==> src/design/rprd_pkg.sv <==
// Shared types and constants of the partitioned Rice residual decoder.
package rprd_pkg;

    localparam int BLOCK_W = 17;
    localparam int ORDER_W = 6;
    localparam int VALUE_W = 32;

    localparam logic [4:0]  ESC_NARROW = 5'd15;
    localparam logic [4:0]  ESC_WIDE   = 5'd31;
    localparam logic [20:0] UNARY_CAP  = 21'h100000;

    typedef enum logic [2:0] {
        PH_IDLE,
        PH_SKIP,
        PH_METHOD,
        PH_PORDER,
        PH_PARAM,
        PH_RAWW,
        PH_UNARY,
        PH_VALUE
    } t_phase;

    typedef enum logic [1:0] {
        ST_OK,
        ST_BAD_METHOD,
        ST_BAD_SPLIT,
        ST_BAD_ORDER
    } t_status;

    // section parameters carried by a start beat
    typedef struct packed {
        logic [BLOCK_W-1:0] block_size;
        logic [ORDER_W-1:0] order;
        logic [2:0]         skip;
    } t_start_cmd;

    // one bitstream bit presented to the decoder
    typedef struct packed {
        logic       valid;
        logic       data;
        logic [2:0] spare;
    } t_bit_beat;

    typedef struct packed {
        logic signed [VALUE_W-1:0] residual;
        logic [BLOCK_W-1:0]        run_length;
        logic                      last;
        t_status                   status;
        logic [2:0]                spare_bits;
    } t_result;

endpackage

==> src/design/rprd_byte_shifter.sv <==
// Input beat handling and the byte shift register feeding one bit per cycle while the decoder takes it.
module rprd_byte_shifter (
    input  logic                i_clk,
    input  logic                i_rst_n,
    input  logic                i_in_valid,
    output logic                o_in_ready,
    input  logic                i_cmd,
    input  logic [7:0]          i_data_byte,
    input  logic [16:0]         i_block_size,
    input  logic [5:0]          i_predictor_order,
    input  logic [2:0]          i_skip_bits,
    output logic                o_start_valid,
    output rprd_pkg::t_start_cmd o_start,
    output rprd_pkg::t_bit_beat  o_bit,
    input  logic                i_take,
    input  logic                i_drop
);
    import rprd_pkg::*;

    logic       r_busy;
    logic [7:0] r_byte;
    logic [2:0] r_pos;
    logic       accept;
    logic       finishing;

    // free again when the last bit goes this cycle or the decoder is idle
    assign finishing  = r_busy && (i_drop || (i_take && r_pos == 3'd0));
    assign o_in_ready = !r_busy || finishing;
    assign accept     = i_in_valid && o_in_ready;

    assign o_start_valid      = accept && !i_cmd;
    assign o_start.block_size = i_block_size;
    assign o_start.order      = i_predictor_order;
    assign o_start.skip       = i_skip_bits;

    assign o_bit.valid = r_busy;
    assign o_bit.data  = r_byte[7];
    assign o_bit.spare = r_pos;

    always_ff @(posedge i_clk) begin
        if (!i_rst_n) begin
            r_busy <= 1'b0;
            r_byte <= '0;
            r_pos  <= '0;
        end else begin
            if (accept && i_cmd) begin
                r_busy <= 1'b1;
                r_byte <= i_data_byte;
                r_pos  <= 3'd7;
            end else if (finishing) begin
                r_busy <= 1'b0;
            end else if (r_busy && i_take) begin
                r_byte <= {r_byte[6:0], 1'b0};
                r_pos  <= r_pos - 3'd1;
            end
        end
    end

endmodule

==> src/design/rprd_bit_engine.sv <==
// Bit-serial section parser: header fields, unary quotients and value fields.
module rprd_bit_engine #(
    parameter int MAX_BLOCK = 65536,
    parameter int MAX_ORDER = 32
) (
    input  logic                 i_clk,
    input  logic                 i_rst_n,
    input  logic                 i_start_valid,
    input  rprd_pkg::t_start_cmd i_start,
    input  rprd_pkg::t_bit_beat  i_bit,
    input  logic                 i_out_free,
    output logic                 o_take,
    output logic                 o_idle,
    output logic                 o_res_valid,
    output rprd_pkg::t_result    o_res
);
    import rprd_pkg::*;

    t_phase      r_phase, n_phase;
    logic [31:0] r_shift, n_shift;
    logic [4:0]  r_bits_left, n_bits_left;
    logic        r_wide, n_wide;
    logic [3:0]  r_plog, n_plog;
    logic [14:0] r_pidx, n_pidx;
    logic [16:0] r_left, n_left;
    logic [16:0] r_part_size, n_part_size;
    logic [4:0]  r_param, n_param;
    logic [4:0]  r_escw, n_escw;
    logic [20:0] r_unary, n_unary;
    logic [16:0] r_block, n_block;
    logic [5:0]  r_order, n_order;

    logic        step;
    logic        fdone;
    logic        first_esc;
    logic [31:0] shifted;
    logic [4:0]  esc_code;
    logic        is_esc;
    logic [4:0]  param_left;
    logic [14:0] pmask;
    logic [14:0] new_mask;
    logic        last_part;
    logic [16:0] psize;
    logic [16:0] hd_left;
    logic [16:0] dec_left;
    logic        do_after_unary;
    logic        do_hdr;
    logic        do_resid;
    logic        do_start;
    logic        do_next;
    logic        next_emitted;
    logic [20:0] au_count;
    logic [31:0] resid_val;
    logic [4:0]  hd_param;
    logic [4:0]  hd_escw;
    logic [4:0]  s_param;
    logic [4:0]  s_escw;

    function automatic logic [31:0] unzigzag(input logic [31:0] v);
        logic [31:0] half;
        half = {1'b0, v[31:1]};
        return v[0] ? ~half : half;
    endfunction

    always_ff @(posedge i_clk) begin
        if (!i_rst_n) begin
            r_phase     <= PH_IDLE;
            r_shift     <= '0;
            r_bits_left <= '0;
            r_wide      <= 1'b0;
            r_plog      <= '0;
            r_pidx      <= '0;
            r_left      <= '0;
            r_part_size <= '0;
            r_param     <= '0;
            r_escw      <= '0;
            r_unary     <= '0;
            r_block     <= '0;
            r_order     <= '0;
        end else begin
            r_phase     <= n_phase;
            r_shift     <= n_shift;
            r_bits_left <= n_bits_left;
            r_wide      <= n_wide;
            r_plog      <= n_plog;
            r_pidx      <= n_pidx;
            r_left      <= n_left;
            r_part_size <= n_part_size;
            r_param     <= n_param;
            r_escw      <= n_escw;
            r_unary     <= n_unary;
            r_block     <= n_block;
            r_order     <= n_order;
        end
    end

    always_comb begin
        n_phase     = r_phase;
        n_shift     = r_shift;
        n_bits_left = r_bits_left;
        n_wide      = r_wide;
        n_plog      = r_plog;
        n_pidx      = r_pidx;
        n_left      = r_left;
        n_part_size = r_part_size;
        n_param     = r_param;
        n_escw      = r_escw;
        n_unary     = r_unary;
        n_block     = r_block;
        n_order     = r_order;

        o_res_valid      = 1'b0;
        o_res.residual   = '0;
        o_res.run_length = 17'd1;
        o_res.last       = 1'b0;
        o_res.status     = ST_OK;
        o_res.spare_bits = i_bit.spare;

        do_after_unary = 1'b0;
        do_hdr         = 1'b0;
        do_resid       = 1'b0;
        do_start       = 1'b0;
        do_next        = 1'b0;
        next_emitted   = 1'b0;
        au_count       = '0;
        resid_val      = '0;
        hd_param       = r_param;
        hd_escw        = r_escw;
        s_param        = r_param;
        s_escw         = r_escw;
        hd_left        = '0;
        dec_left       = '0;

        esc_code   = r_wide ? ESC_WIDE : ESC_NARROW;
        is_esc     = r_param == esc_code;
        param_left = r_wide ? 5'd4 : 5'd3;
        pmask      = 15'((17'd1 << r_plog) - 17'd1);
        last_part  = r_pidx == pmask;
        step       = i_bit.valid && (r_phase != PH_IDLE) && i_out_free;
        fdone      = r_bits_left == 5'd0;

        // an escape value starts out as copies of its sign bit
        first_esc = (r_phase == PH_VALUE) && is_esc && (r_bits_left == r_escw - 5'd1);
        shifted   = first_esc ? {32{i_bit.data}} : {r_shift[30:0], i_bit.data};
        new_mask  = 15'((17'd1 << shifted[3:0]) - 17'd1);
        psize     = r_block >> shifted[3:0];

        if (step) begin
            case (r_phase)
                PH_IDLE: begin
                end
                PH_UNARY: begin
                    if (i_bit.data) begin
                        do_after_unary = 1'b1;
                        au_count       = r_unary;
                    end else begin
                        n_unary = r_unary + 21'd1;
                        // cap the quotient; the stop bit stays unread
                        if (r_unary == UNARY_CAP) begin
                            do_after_unary = 1'b1;
                            au_count       = r_unary + 21'd1;
                        end
                    end
                end
                default: begin
                    n_shift     = shifted;
                    n_bits_left = r_bits_left - 5'd1;
                    if (fdone) begin
                        case (r_phase)
                            PH_SKIP: begin
                                n_phase     = PH_METHOD;
                                n_shift     = '0;
                                n_bits_left = 5'd1;
                            end
                            PH_METHOD: begin
                                if (shifted[1]) begin
                                    o_res_valid  = 1'b1;
                                    o_res.last   = 1'b1;
                                    o_res.status = ST_BAD_METHOD;
                                    n_phase      = PH_IDLE;
                                end else begin
                                    n_wide      = shifted[0];
                                    n_phase     = PH_PORDER;
                                    n_shift     = '0;
                                    n_bits_left = 5'd3;
                                end
                            end
                            PH_PORDER: begin
                                n_plog = shifted[3:0];
                                if ((r_block[14:0] & new_mask) != 15'd0) begin
                                    o_res_valid  = 1'b1;
                                    o_res.last   = 1'b1;
                                    o_res.status = ST_BAD_SPLIT;
                                    n_phase      = PH_IDLE;
                                end else if ({11'd0, r_order} > psize) begin
                                    o_res_valid  = 1'b1;
                                    o_res.last   = 1'b1;
                                    o_res.status = ST_BAD_ORDER;
                                    n_phase      = PH_IDLE;
                                end else begin
                                    n_pidx      = '0;
                                    n_part_size = psize;
                                    n_phase     = PH_PARAM;
                                    n_shift     = '0;
                                    n_bits_left = param_left;
                                end
                            end
                            PH_PARAM: begin
                                n_param = shifted[4:0];
                                if (shifted[4:0] == esc_code) begin
                                    n_phase     = PH_RAWW;
                                    n_shift     = '0;
                                    n_bits_left = 5'd4;
                                end else begin
                                    do_hdr   = 1'b1;
                                    hd_param = shifted[4:0];
                                end
                            end
                            PH_RAWW: begin
                                n_escw  = shifted[4:0];
                                do_hdr  = 1'b1;
                                hd_escw = shifted[4:0];
                            end
                            PH_VALUE: begin
                                do_resid  = 1'b1;
                                resid_val = is_esc ? shifted : unzigzag(shifted);
                            end
                            default: begin
                                n_phase = PH_IDLE;
                            end
                        endcase
                    end
                end
            endcase
        end

        // quotient done: with parameter zero it is the value, else load it so the low bits append to it
        if (do_after_unary) begin
            if (r_param == 5'd0) begin
                do_resid  = 1'b1;
                resid_val = unzigzag({11'd0, au_count});
            end else begin
                n_phase     = PH_VALUE;
                n_shift     = {11'd0, au_count};
                n_bits_left = r_param - 5'd1;
            end
        end

        if (do_hdr) begin
            hd_left = r_part_size - ((r_pidx == 15'd0) ? {11'd0, r_order} : 17'd0);
            if ((hd_param == esc_code) && (hd_escw == 5'd0)) begin
                if (hd_left != 17'd0) begin
                    o_res_valid      = 1'b1;
                    o_res.run_length = hd_left;
                    o_res.last       = last_part;
                end
                n_left       = '0;
                do_next      = 1'b1;
                next_emitted = hd_left != 17'd0;
            end else if (hd_left == 17'd0) begin
                do_next = 1'b1;
            end else begin
                n_left   = hd_left;
                do_start = 1'b1;
                s_param  = hd_param;
                s_escw   = hd_escw;
            end
        end

        if (do_resid) begin
            dec_left       = r_left - 17'd1;
            o_res_valid    = 1'b1;
            o_res.residual = resid_val;
            o_res.last     = (dec_left == 17'd0) && last_part;
            n_left         = dec_left;
            if (dec_left == 17'd0) begin
                do_next      = 1'b1;
                next_emitted = 1'b1;
            end else begin
                do_start = 1'b1;
            end
        end

        if (do_start) begin
            if (s_param == esc_code) begin
                n_phase     = PH_VALUE;
                n_shift     = '0;
                n_bits_left = s_escw - 5'd1;
            end else begin
                n_phase = PH_UNARY;
                n_unary = '0;
            end
        end

        if (do_next) begin
            if (last_part) begin
                // empty final partition: close the block with a marker
                if (!next_emitted) begin
                    o_res_valid      = 1'b1;
                    o_res.run_length = 17'd0;
                    o_res.last       = 1'b1;
                end
                n_phase = PH_IDLE;
            end else begin
                n_pidx      = r_pidx + 15'd1;
                n_phase     = PH_PARAM;
                n_shift     = '0;
                n_bits_left = param_left;
            end
        end

        if (i_start_valid) begin
            n_block     = (i_start.block_size > 17'(MAX_BLOCK)) ?
                          17'(MAX_BLOCK) : i_start.block_size;
            n_order     = (i_start.order > 6'(MAX_ORDER)) ? 6'(MAX_ORDER) : i_start.order;
            n_wide      = 1'b0;
            n_plog      = '0;
            n_pidx      = '0;
            n_left      = '0;
            n_param     = '0;
            n_escw      = '0;
            n_unary     = '0;
            n_shift     = '0;
            if (i_start.skip != 3'd0) begin
                n_phase     = PH_SKIP;
                n_bits_left = 5'(i_start.skip) - 5'd1;
            end else begin
                n_phase     = PH_METHOD;
                n_bits_left = 5'd1;
            end
        end
    end

    assign o_take = step;
    assign o_idle = r_phase == PH_IDLE;

    a_error_is_last: assert property (@(posedge i_clk) disable iff (!i_rst_n)
        o_res_valid && (o_res.status != ST_OK) |-> o_res.last && (o_res.residual == '0))
        else $error("error result without last or with nonzero residual");

    a_last_goes_idle: assert property (@(posedge i_clk) disable iff (!i_rst_n)
        o_res_valid && o_res.last && !i_start_valid |=> r_phase == PH_IDLE)
        else $error("section still active after its last result");

    a_pidx_in_range: assert property (@(posedge i_clk) disable iff (!i_rst_n)
        r_phase != PH_IDLE |-> (r_pidx & ~pmask) == 15'd0)
        else $error("partition index beyond partition count");

    a_unary_capped: assert property (@(posedge i_clk) disable iff (!i_rst_n)
        r_unary <= UNARY_CAP + 21'd1)
        else $error("unary count past its cap");

    a_result_needs_room: assert property (@(posedge i_clk) disable iff (!i_rst_n)
        o_res_valid |-> i_out_free && o_take)
        else $error("result produced without a consumed bit or output room");

endmodule

==> src/design/rprd_out_reg.sv <==
// Output register holding one result beat until the consumer takes it.
module rprd_out_reg (
    input  logic              i_clk,
    input  logic              i_rst_n,
    input  logic              i_res_valid,
    input  rprd_pkg::t_result i_res,
    output logic              o_free,
    output logic              o_out_valid,
    input  logic              i_out_ready,
    output rprd_pkg::t_result o_res
);
    import rprd_pkg::*;

    logic    r_valid;
    t_result r_res;

    assign o_free      = !r_valid || i_out_ready;
    assign o_out_valid = r_valid;
    assign o_res       = r_res;

    always_ff @(posedge i_clk) begin
        if (!i_rst_n) begin
            r_valid <= 1'b0;
        end else if (i_res_valid) begin
            r_valid <= 1'b1;
        end else if (i_out_ready) begin
            r_valid <= 1'b0;
        end
    end

    always_ff @(posedge i_clk) begin
        if (i_res_valid) begin
            r_res <= i_res;
        end
    end

endmodule

==> src/design/rice_partitioned_residual_decoder_top.sv <==
// Top level of the bit-serial partitioned Rice residual decoder.
//
//  channel | direction | handshake                  | payload
//  --------+-----------+----------------------------+----------------------------------------
//  in      | input     | i_in_valid / o_in_ready    | cmd, data_byte, block_size, order, skip
//  out     | output    | o_out_valid / i_out_ready  | residual, run_length, last, status, spare
//
//  A byte beat is decoded one bit per cycle while the output register has room; the
//  next beat is accepted in the cycle its last bit is consumed. A start beat passes
//  straight on to the bit engine. A byte that arrives with no section open is dropped.
//  Each bit yields at most one result; the bit engine holds while the output
//  register is full and not being taken.
//  Synchronous active-low reset clears all control state; the output data register
//  is only loaded with a result. No memories, no clearing pass.
module rice_partitioned_residual_decoder_top #(
    parameter int MAX_BLOCK = 65536,
    parameter int MAX_ORDER = 32
) (
    input  logic               i_clk,
    input  logic               i_rst_n,
    // input channel
    input  logic               i_in_valid,
    output logic               o_in_ready,
    input  logic               i_cmd,
    input  logic [7:0]         i_data_byte,
    input  logic [16:0]        i_block_size,
    input  logic [5:0]         i_predictor_order,
    input  logic [2:0]         i_skip_bits,
    // output channel
    output logic               o_out_valid,
    input  logic               i_out_ready,
    output logic signed [31:0] o_residual,
    output logic [16:0]        o_run_length,
    output logic               o_last,
    output logic [1:0]         o_status,
    output logic [2:0]         o_spare_bits
);
    import rprd_pkg::*;

    logic       start_valid;
    t_start_cmd start_cmd;
    t_bit_beat  bit_beat;
    logic       take;
    logic       idle;
    logic       res_valid;
    t_result    res;
    logic       out_free;
    t_result    out_res;

    // byte beats become a serial bit stream; start beats pass straight on
    rprd_byte_shifter u_shifter (
        .i_clk             (i_clk),
        .i_rst_n           (i_rst_n),
        .i_in_valid        (i_in_valid),
        .o_in_ready        (o_in_ready),
        .i_cmd             (i_cmd),
        .i_data_byte       (i_data_byte),
        .i_block_size      (i_block_size),
        .i_predictor_order (i_predictor_order),
        .i_skip_bits       (i_skip_bits),
        .o_start_valid     (start_valid),
        .o_start           (start_cmd),
        .o_bit             (bit_beat),
        .i_take            (take),
        .i_drop            (idle)
    );

    // header fields and values shift in MSB first; quotients are counted in unary
    rprd_bit_engine #(
        .MAX_BLOCK (MAX_BLOCK),
        .MAX_ORDER (MAX_ORDER)
    ) u_engine (
        .i_clk         (i_clk),
        .i_rst_n       (i_rst_n),
        .i_start_valid (start_valid),
        .i_start       (start_cmd),
        .i_bit         (bit_beat),
        .i_out_free    (out_free),
        .o_take        (take),
        .o_idle        (idle),
        .o_res_valid   (res_valid),
        .o_res         (res)
    );

    // hold a finished result until the consumer takes it; decoding holds while it is full
    rprd_out_reg u_out (
        .i_clk       (i_clk),
        .i_rst_n     (i_rst_n),
        .i_res_valid (res_valid),
        .i_res       (res),
        .o_free      (out_free),
        .o_out_valid (o_out_valid),
        .i_out_ready (i_out_ready),
        .o_res       (out_res)
    );

    assign o_residual   = out_res.residual;
    assign o_run_length = out_res.run_length;
    assign o_last       = out_res.last;
    assign o_status     = out_res.status;
    assign o_spare_bits = out_res.spare_bits;

endmodule

==> config.mk <==
export PLATFORM = sky130hd
export DESIGN_NAME = rice_partitioned_residual_decoder_top
export DESIGN_NICKNAME = d
export VERILOG_FILES = /design/src/design/rprd_pkg.sv /design/src/design/rprd_byte_shifter.sv /design/src/design/rprd_bit_engine.sv /design/src/design/rprd_out_reg.sv /design/src/design/rice_partitioned_residual_decoder_top.sv
export SDC_FILE = /design/constraint.sdc
export NUM_CORES = 1
export LEC_CHECK = 0
export BUFFER_PORTS_ARGS = -buffer_cell sky130_fd_sc_hd__buf_4
export CAP_MARGIN = 20
export CORE_ASPECT_RATIO = 0.75
export CORE_UTILIZATION = 30
export CTS_BUF_LIST = sky130_fd_sc_hd__clkbuf_8
export DETAILED_ROUTE_END_ITERATION = 8
export GPL_TIMING_DRIVEN = 0
export HOLD_SLACK_MARGIN = 0.08
export SYNTH_ARGS = -nofsm -noshare
export SYNTH_HDL_FRONTEND = slang
export SYNTH_HIERARCHICAL = 1
export SYNTH_SLANG_ARGS = --single-unit
==> constraint.sdc <==
create_clock -name i_clk -period 7.55 [get_ports i_clk]
set_input_delay 0.755 -clock i_clk [delete_from_list [all_inputs] [get_ports i_clk]]
set_output_delay 0.755 -clock i_clk [all_outputs]
set_load 0.005 [all_outputs]
==> metrics.log <==
[metrics] run status: finished clean
[metrics] number of clock sinks: between 200 and 250
[metrics] Routed WL per cell: about 20 microns
[metrics] required time of the worst setup path: 7830 ps
[metrics] gr usage total: between 20% and 30%
[metrics] Unique masters post-synth: 108
[metrics] wire length of the first global-routing pass: 81.5 mm
[metrics] CP max-delay cell: clkbuf_1
[metrics] die width: approximately 260 microns
[metrics] minimum clock period: 7060 ps
[metrics] max-slew violation total from the final report: 0
[metrics] ratio of cells with drive above 1 in the final layout: 14.7%
[metrics] commonest non-fill, non-tap cell in the layout: nor2_1
[metrics] number of buffers between clock root and the deepest sink: 3
[metrics] Post-DP HPWL: between 40 and 50 mm
[metrics] top cells by area in the synthesized netlist: dfxtp_1 22%, edfxtp_1 11%, nor2_1 6.1%
[metrics] H-tree levels: 2
[metrics] Post-CTS Hold Fix Bufs: 0
[metrics] Worst path most repeated cell: buf_2
[metrics] mapped cell area: 14800 sq um
[metrics] sum of routed wire length over all layers: 53.5 mm
[metrics] commonest register cell after synthesis: dfxtp_1
[metrics] cell type with the highest aggregate area in the netlist: dfxtp_1
[metrics] die area: a little over 50000 sq um
[metrics] end of the worst register-to-register path: u_out/o_res[2]$_DFFE_PP_
[metrics] class of the tightest hold or removal check: in -> reg
[metrics] commonest cells after routing, fill and taps aside: 239 x nor2_1, 160 x dfxtp_1, 155 x nand2_1, 126 x a21oi_1, 109 x buf_4
[metrics] count of boundary I/O pins: 96
[metrics] portion of synthesized cell area occupied by the leading cell type: 21.6%
[metrics] die height: 194 microns
[metrics] initial standard-cell utilization of the core: between 30% and 40%
[metrics] number of global-route vias before repair: 13444
[metrics] Total Power Consumption: 2.75 mW
[metrics] clock latency on the worst-skew pair: 600 ps
[metrics] number of DRC violations after detailed-routing iteration 0: roughly 1800
[metrics] routed via count divided by cell count: 5.70
[metrics] RR Startpoint: u_shifter/r_byte[7]$_SDFFE_PN0P_
[metrics] post-CTS sizing: 0
[metrics] via count: between 10000 and 15000
[metrics] final weighted congestion of routability-driven global placement: 0.990
[metrics] Leak Pwr: just over 6 nW
[metrics] flop and latch count out of synthesis: 215
[metrics] total number of placement rows: 70
[metrics] count of port buffers added during placement: 69
[metrics] largest voltage drop on the vdd net: about 0.00011 V
[metrics] # nets final: 1994
[metrics] area of the core region: 48800 sq um
[metrics] pin count of the biggest net entering global routing: 22
[metrics] initial antenna violation count: 1
[metrics] Detail Route Antenna Nets: 0
[metrics] worst-case register-to-register setup slack: 490 ps
[metrics] total global routing overflow: 0
[metrics] Post-Synthesis Cells: 1811
[metrics] Worst Skew: between 40 and 50 ps
[metrics] number of design rule violations left after detail routing: 0
[metrics] Post-synth EDFFs: 55
[metrics] number of cells on the worst reg-to-reg path: 25
[metrics] DR pass1 iterations: 5
[metrics] classification of the worst setup path: reg -> reg
[metrics] cell chosen for the clock root: clkbuf_8
[metrics] type of element launching the critical path: flop
[metrics] final-layout setup total negative slack: 0 ps
[metrics] crit share post-route: 93.4%
[metrics] setup repair after global routing missed its margin: false
[metrics] buffers inserted during post-CTS setup optimization: 0
[metrics] number of warning messages in the yosys log: 6
[metrics] highest achievable clock rate: roughly 140 MHz
[metrics] largest incremental delay on the critical path: ~670 ps
[metrics] kind of end point of the critical path: flop
[metrics] post-synthesis net count: ~1900
[metrics] Critical Path Start: u_shifter/r_byte[7]$_SDFFE_PN0P_
[metrics] CTS tree: built
[metrics] CTS buffer count: 40
[metrics] relative slew slack: 29.6%
[metrics] portion of the post-synthesis area used by sequential elements: 32.8%
[metrics] fraction of synthesis flops using an asynchronous set or reset pin: 0%
[metrics] power density cells: 161 nW/um^2
[metrics] count of final hold-check violations: 0
[metrics] max-capacitance violation count: 0
[metrics] Post-Synthesis Mean Instance Area: 8.18 sq um
[metrics] signed area change from the synthesized netlist to the final layout: 15.1%
[metrics] clock input transition at the sequential cells of the worst setup and hold paths: roughly 60 ps
[metrics] actual transition at the worst max-transition pin: 1050 ps
[metrics] Final Setup Violations: 0
[metrics] largest fanout of any net on the critical path: 21
[metrics] capture point of the critical path: u_out/o_res[2]$_DFFE_PP_
[metrics] critical path arrival: 7340 ps
[metrics] WHS Path Cells: 2
-- worst max-delay path: cells and delay by family (launching register included) --
family                   cells  cell delay [ps]
buffers and inverters       10             3200
flip-flops                   1              330
adder cells (fa/ha/maj)      1              290
AO/OA/AOI/OAI                9             1560
AND/OR/NAND/NOR              5             1320
-- registers in the layout, indices dropped and copies added, names as in the netlist, 5 cells and up --
name                  flops
u_engine/r_left          17
u_engine/r_param          5
u_engine/r_order          6
u_engine/r_shift         31
u_shifter/r_byte          8
u_out/o_res              55
u_engine/r_block         17
u_engine/r_unary         21
u_engine/r_part_size     17
u_engine/r_escw           5
u_engine/r_bits_left      5
u_engine/r_pidx          15
-- layer usage --
metal | up-vias | wire, microns | track usage (%)
met3 | 76 | 6040 | 4.99
li1 | 6857 | - | -
met2 | 765 | 21100 | 27.7
met4 | 0 | 1050 | 5.44
met5 | - | 0 | 0
met1 | 7152 | 25400 | 31.9
-- cell usage after synthesis (all sizes together), types with 8 or more instances --
library cell  instances
inv                  34
mux4                 10
nor2b                14
a221oi               45
nand4b               16
mux2i                24
nand4                12
clkbuf               90
nand3                45
o21ai               105
a22oi                 9
or3                  12
o221ai                9
o22ai                22
o31ai                 8
a21boi                9
a22o                 19
nor3                 62
nor2                242
a21oi               128
buf                  77
nand2b               10
o21a                 31
o211ai               11
dfxtp               160
and3                 30
xor2                 46
edfxtp               55
nand2               156
ha                   29
and2                 18
a2bb2oi              12
a31oi                25
a211oi               33
or2                  14
xnor2                60
nor4                 22
-- worst min-delay path by stage --
| stage | slack (ps) | startpoint | endpoint |
|---|---|---|---|
| detailed placement | 460 | u_engine/r_part_size[3]$_SDFFE_PN0P_ | u_engine/r_part_size[3]$_SDFFE_PN0P_ |
| floorplan | 440 | u_engine/r_part_size[2]$_SDFFE_PN0P_ | u_engine/r_part_size[2]$_SDFFE_PN0P_ |
| global placement | 460 | u_engine/r_part_size[3]$_SDFFE_PN0P_ | u_engine/r_part_size[3]$_SDFFE_PN0P_ |
| finish | 400 | i_block_size[7] | u_engine/r_block[7]$_SDFFE_PN0P_ |
| CTS | 360 | i_block_size[8] | u_engine/r_block[8]$_SDFFE_PN0P_ |
| global route | 370 | i_block_size[8] | u_engine/r_block[8]$_SDFFE_PN0P_ |
-- cells by family after synthesis --
logic type,share of synthesized area (%)
and+or+nand+nor,22.8
AOI/OAI and AO/OA,25.2
DFF,32.8
buffers and inverters,6.61
xor gates and xnor gates,6.42
muxes,3.60
adders and majority gates,2.58
-- power breakdown --
| part | internal [mW] | switching, mW |
|---|---|---|
| combinational | 0.107 | 0.192 |
| sequential | 1.19 | 0.0125 |
| clock | 0.696 | 0.553 |
-- stage by stage --
| step | utilization (%) | hold slack (ps) | area [sq um] | cells | worst slack (ps) |
|---|---|---|---|---|---|
| 2_1_floorplan | - | 441 | 14800 | 1811 | 1200 |
| 3_3_place_gp | 33.1 | 463 | 16100 | 2528 | -777 |
| 3_5_place_dp | 33.2 | 461 | 16200 | 2531 | 680 |
| 4_1_cts | 35.0 | 361 | 17100 | 2604 | 666 |
| 5_1_grt | 35.0 | 373 | 17100 | 2604 | 245 |
| 6_report | 35.0 | 401 | 17100 | 2605 | 495 |
-- cell type report --
cell class	instances	area [sq um]
antenna	1	2.50
buffer	167	841
clock buffer	49	674
clock inverter	24	198
fill	5066	31700
inverter	37	139
multi-input combinational	1392	8980
sequential	215	4850
tap	648	811
timing repair buffer	72	559
Note: power is estimated with default switching activity, not from simulation.
